--- src/hdl/ecoh_pkg.sv ---
// Shared types, constants and helpers for the equatorial to horizontal converter.
package ecoh_pkg;

    typedef logic [31:0]        angle_t;
    typedef logic signed [31:0] q30_t;

    localparam int CORDIC_STEPS = 30;
    localparam int RAD_W        = 61;
    localparam int ROOT_W       = 31;

    localparam q30_t   ONE_Q30       = 32'sh4000_0000;
    localparam angle_t QUARTER_TURN  = 32'h4000_0000;
    localparam angle_t HALF_TURN     = 32'h8000_0000;
    localparam angle_t THREE_QUARTER = 32'hC000_0000;

    // Gain-compensated start value of the rotation CORDIC
    localparam logic signed [33:0] CORDIC_START = 34'sh0_26DD_3B6A;

    // atan(2^-i) in binary angle units, full turn is 2^32
    localparam angle_t ATAN_TAB [CORDIC_STEPS] = '{
        32'h2000_0000, 32'h12E4_051E, 32'h09FB_385B, 32'h0511_11D4,
        32'h028B_0D43, 32'h0145_D7E1, 32'h00A2_F61E, 32'h0051_7C55,
        32'h0028_BE53, 32'h0014_5F2F, 32'h000A_2F98, 32'h0005_17CC,
        32'h0002_8BE6, 32'h0001_45F3, 32'h0000_A2FA, 32'h0000_517D,
        32'h0000_28BE, 32'h0000_145F, 32'h0000_0A30, 32'h0000_0518,
        32'h0000_028C, 32'h0000_0146, 32'h0000_00A3, 32'h0000_0051,
        32'h0000_0029, 32'h0000_0014, 32'h0000_000A, 32'h0000_0005,
        32'h0000_0003, 32'h0000_0001
    };

    // Side data carried through the square root stages
    typedef struct packed {
        logic signed [63:0] az_x;
        logic signed [63:0] az_y;
        q30_t               cz;
        logic               cl_zero;
    } root_side_t;

    // Saturate to the range of +-1.0 in Q1.30
    function automatic q30_t clamp_q30(input logic signed [63:0] v);
        q30_t res;
        if (v > 64'sd1073741824) begin
            res = ONE_Q30;
        end else if (v < -64'sd1073741824) begin
            res = -ONE_Q30;
        end else begin
            res = $signed(v[31:0]);
        end
        return res;
    endfunction

endpackage

--- src/hdl/ecoh_isqrt.sv ---
// Pipelined integer square root, one result bit per stage.
module ecoh_isqrt import ecoh_pkg::*; #(
    parameter int SIDE_W = 1
) (
    input  logic              aclk,
    input  logic              aresetn,
    input  logic              en,
    input  logic              in_valid,
    input  logic [RAD_W-1:0]  in_rad,
    input  logic [SIDE_W-1:0] in_side,
    output logic              out_valid,
    output logic [ROOT_W-1:0] out_root,
    output logic [SIDE_W-1:0] out_side
);

    localparam int W = RAD_W + 1;

    logic              vld_reg  [0:ROOT_W];
    logic [W-1:0]      v_reg    [0:ROOT_W];
    logic [W-1:0]      r_reg    [0:ROOT_W];
    logic [SIDE_W-1:0] side_reg [0:ROOT_W];

    // Load the radicand
    always_ff @(posedge aclk) begin
        if (!aresetn) begin
            vld_reg[0] <= 1'b0;
        end else if (en) begin
            vld_reg[0] <= in_valid;
        end
        if (en) begin
            v_reg[0]    <= W'(in_rad);
            r_reg[0]    <= '0;
            side_reg[0] <= in_side;
        end
    end

    // Try one bit pair per stage, from the top down
    for (genvar k = 0; k < ROOT_W; k++) begin : g_bit
        localparam logic [W-1:0] BIT = W'(1) << (2 * (ROOT_W - 1 - k));
        logic [W-1:0] trial;
        assign trial = r_reg[k] + BIT;
        always_ff @(posedge aclk) begin
            if (!aresetn) begin
                vld_reg[k+1] <= 1'b0;
            end else if (en) begin
                vld_reg[k+1] <= vld_reg[k];
            end
            if (en) begin
                if (v_reg[k] >= trial) begin
                    v_reg[k+1] <= v_reg[k] - trial;
                    r_reg[k+1] <= (r_reg[k] >> 1) + BIT;
                end else begin
                    v_reg[k+1] <= v_reg[k];
                    r_reg[k+1] <= r_reg[k] >> 1;
                end
                side_reg[k+1] <= side_reg[k];
            end
        end
    end

    assign out_valid = vld_reg[ROOT_W];
    assign out_root  = r_reg[ROOT_W][ROOT_W-1:0];
    assign out_side  = side_reg[ROOT_W];

endmodule

--- config.mk ---
export PLATFORM = sky130hd
export DESIGN_NAME = ecoh_isqrt
export DESIGN_NICKNAME = d
export VERILOG_FILES = /design/src/hdl/ecoh_pkg.sv /design/src/hdl/ecoh_isqrt.sv
export SDC_FILE = /design/constraint.sdc
export NUM_CORES = 2
export LEC_CHECK = 0
export BUFFER_PORTS_ARGS = -buffer_cell sky130_fd_sc_hd__clkbuf_2
export CORE_MARGIN = 3
export CORE_UTILIZATION = 52
export DETAILED_ROUTE_END_ITERATION = 7
export PLACE_DENSITY = 0.68
export SETUP_SLACK_MARGIN = 0.02
export SYNTH_ARGS = -nofsm -noshare
export SYNTH_HDL_FRONTEND = slang
export SYNTH_SLANG_ARGS = --single-unit
export TNS_END_PERCENT = 20
--- constraint.sdc ---
create_clock -name aclk -period 8.6 [get_ports aclk]
set_clock_uncertainty 0.05 [all_clocks]
set_input_delay 0.86 -clock aclk [delete_from_list [all_inputs] [get_ports aclk]]
set_output_delay 0.86 -clock aclk [all_outputs]
set_load 0.02 [all_outputs]
==> summary.txt <==
Status
  • Status: completed

Power and ir drop
  • Overall power consumption: between 30 and 40 mW
  • P_leak: between 40 and 50 nW
  • Peak VDD IR: 0.210 mV
  • PwrDens: ~270 nW/µm²

Hold path
  • Hold Path Class: in -> reg
  • Hold path startpoint: in_rad[5]

Placement
  • Gp weighted congestion: ~0.96
  • Cells after DPL: 12240
  • Hpwl dp: roughly 220000 µm
  • I/O Buffers: between 90 and 100
  • Pre-CTS setup slack: 3.71 ns

Critical path
  • CP Max Fanout: 10
  • Critical R2R Launch: r_reg[26][13]
  • Crit path kind: reg -> reg
  • Worst Path Arrival: between 5 and 6 ns
  • Startpoint types: flop
  • Setup crit start: r_reg[26][13]
  • Worst Path Required: roughly 9.2 ns
  • Critical path endpoint category: flop

Clock tree
  • Clock Sinks: between 2000 and 2500
  • Worst-Skew Late Latency: just over 0.9 ns
  • Root buf cell: clkbuf_16
  • Longest Clk Path Bufs: 4
  • CTS clk-pin slew, worst paths: about 0.060 ns
  • CTS Hold Bufs: 54
  • Total CTS buffers: around 280
  • Post-CTS sizing: 0
  • H-tree Lvls: 5
  • Post-CTS Setup Inserts: 0
  • CTS tree: built

Synth
  • Adder and majority gate portion of the synthesized area: about 5.6%
  • Compound-cell area share of the yosys netlist: 8.75%
  • Syn Inst Count: roughly 9300
  • YS warnings: 0
  • Mux cell area share after synthesis: less than 1%
  • Syn Nets: between 9000 and 10000
  • Sequential area share after synthesis: between 60% and 70%
  • Async set or reset register ratio after synthesis: 0%
  • Synth top area cells: edfxtp_1 (63%), ha_1 (5.6%), xnor2_1 (3.2%)
  • Mapped Area: approximately 120000 µm²
  • Synth top area share: between 60% and 70%
  • Main combinational cell family by area after synthesis: simple AND/OR/NAND/NOR gates
  • Synth Area in Simple Gates: 12.8%
  • #FFs+latches synth: about 2500
  • Synth Area in XOR/XNOR: 6.16%
  • Top cell type by total area after synthesis: edfxtp_1
  • Post-synth top flop: edfxtp_1
  • Number of synthesized flops with an enable pin: approximately 2500
  • Synth cell types: roughly 110
  • Post-Syn Area per Cell: ~13 µm²

Final layout
  • Fin nets: roughly 10000
  • Reg area: 74500 µm²
  • Share of cells above drive strength 1: approximately 7.1%
  • Area Overhead vs Synth: 11.2%
  • Multi-input logic area: about 40000 µm²
  • Non-filler cells, final: between 10000 and 15000
  • Number of fill cells: around 18000
  • Max FFs per register: roughly 1900

Detailed routing
  • Via count: about 76000
  • Final WL: ~300000 µm
  • Antenna Violating Nets Remaining: 0
  • DRC viols: 0
  • Wire per inst: around 24 µm
  • TritonRoute pass-1 iters: 5
  • 1st-iter DRT viols: between 8000 and 9000
  • Vias per std cell: around 6.0

Die
  • Core area: 224000 µm²
  • Die ar.: ~230000 µm²
  • Initial core utilization: 52.6%
  • FP Rows: around 170
  • # IOs: 99
  • Die H: roughly 480 µm
  • Die X-Extent: 482 µm

Global route
  • Largest net degree at the start of global routing: about 220
  • GRT Total Usage: between 20% and 30%
  • Initial antenna violation count: 7
  • First-pass GRT wire length: between 400000 and 500000 µm
  • GRT overflow: 0
  • Vias in the first global route: between 70000 and 80000

STA
  • Setup violations, final: 0
  • Final hold viol count: 0
  • Minimum clock period: 5.27 ns
  • RSZ-0062 raised after global routing: no
  • Fmax achieved: roughly 0.19 GHz
  • Slew Viols, Final: 0
  • PnR worst setup slack: 3.33 ns
  • Slew headroom: under 10%
  • Tcrit/Tclk final: about three fifths
  • Least-Margin Pin Slew: approximately 1.4 ns
  • TNS Setup: 0 ns

Run
  • MaxCap Viol Count: 0
==> area by class of cell <==
class                           count  area share (%)
Clock buffer                      343            5.70
Inverter                          653            1.87
Tap cell                         2975            2.85
Timing Repair Buffer              207            1.19
Multi-Input combinational cell   5978            30.6
Antenna cell                        2         0.00383
Sequential cell                  2481            56.9
Clock inverter                    136           0.862
==> stage by stage <==
stage | util, % | cell area, µm² | hold WS [ns]
global route | 58.5 | 131000 | 0.00349
CTS | 58.5 | 131000 | 0.0000453
finish | 58.5 | 131000 | 0.0661
detailed placement | 54.4 | 122000 | 0.355
global placement | 54.4 | 122000 | 0.351
floorplan | - | 118000 | 0.350
==> cell usage after synthesis, types with 30 or more instances <==
master,count
o31ai_1,37
or2_2,35
xor2_1,393
nor3_1,260
nor2b_1,74
nor2_1,522
o21a_1,97
nand3_1,162
a21oi_1,480
a211oi_1,42
nand2_1,739
nand4_1,155
a31oi_1,37
nand3b_1,30
nor4b_1,50
and2_1,41
or4_1,77
nand2b_1,130
nor4_1,324
o21bai_1,49
clkbuf_1,182
a21o_1,174
mux2_2,62
edfxtp_1,2480
or3_1,84
ha_1,523
and3_1,70
xnor2_1,434
o21ai_0,519
inv_1,652
==> critical path: stages, from the launching register on <==
cell and delay [ns]:
edfxtp_1 0.37, inv_1 0.05, ha_1 0.39, nand4_1 0.23, a211oi_1 0.40, o31ai_1 0.24, a2111oi_0 1.19, or4b_1 0.75
nand3b_1 0.20, nor3_1 0.52, nand3_1 0.24, nor4_1 0.27, xor2_1 0.10
==> cells in the final DEF (no fill, tap or decap), types with 42 or more instances in the layout <==
| cell | Yosys | routed |
|---|---|---|
| a211oi_1 | 42 | 42 |
| a21o_1 | 174 | 174 |
| a21oi_1 | 480 | 480 |
| and3_1 | 70 | 70 |
| buf_4 | 1 | 47 |
| clkbuf_1 | 182 | 52 |
| clkbuf_16 | 0 | 289 |
| clkbuf_2 | 0 | 97 |
| clkinv_1 | 0 | 43 |
| clkinv_2 | 0 | 44 |
| dlygate4sd3_1 | 0 | 54 |
| edfxtp_1 | 2480 | 2480 |
| ha_1 | 523 | 523 |
| inv_1 | 652 | 651 |
| mux2_2 | 62 | 62 |
| nand2_1 | 739 | 739 |
| nand2b_1 | 130 | 130 |
| nand3_1 | 162 | 162 |
| nand4_1 | 155 | 155 |
| nor2_1 | 522 | 522 |
| nor2b_1 | 74 | 74 |
| nor3_1 | 260 | 256 |
| nor4_1 | 324 | 320 |
| nor4b_1 | 50 | 48 |
| o21a_1 | 97 | 97 |
| o21ai_0 | 519 | 519 |
| o21bai_1 | 49 | 49 |
| or3_1 | 84 | 84 |
| or4_1 | 77 | 77 |
| xnor2_1 | 434 | 434 |
| xor2_1 | 393 | 393 |
==> where the power goes <==
group | switching, mW | internal (mW)
clock | 4.68 | 6.60
combinational | 4.24 | 2.67
sequential | 1.36 | 15.2
==> cell families (layout without fill, tap and decap cells) <==
logic type               count (synthesis)  after routing
AND/OR/NAND/NOR                       2881           2881
flip-flops                            2481           2481
AO/OA/AOI/OAI                         1672           1672
buffers and inverters                  858           1339
XOR/XNOR                               827            827
adder cells (fa/ha/maj)                523            523
multiplexers                            75             75
other                                    0              2
==> final timing paths <==
kind	endpoint	slack (ns)	cells after the start
worst max-delay path	v_reg[1][739]	3.33	12
worst min-delay path	v_reg[0][5]	0.07	1
worst max register to register	v_reg[1][739]	3.33	12
worst min register to register	side_reg[0][1]	0.33	0
==> layer usage <==
| layer | part of all wire (%) | wire length (µm) | GRT usage, % | up-vias |
|---|---|---|---|---|
| met5 | 0.0043 | 13 | 0 | - |
| met4 | 2.9 | 8750 | 7.40 | 2 |
| met3 | 8.5 | 25600 | 4.74 | 482 |
| met2 | 43 | 128000 | 37.2 | 2931 |
| met1 | 46 | 139000 | 39.5 | 37452 |
| li1 | - | - | - | 35432 |
No activity file was read; power rests on OpenSTA's default activity.
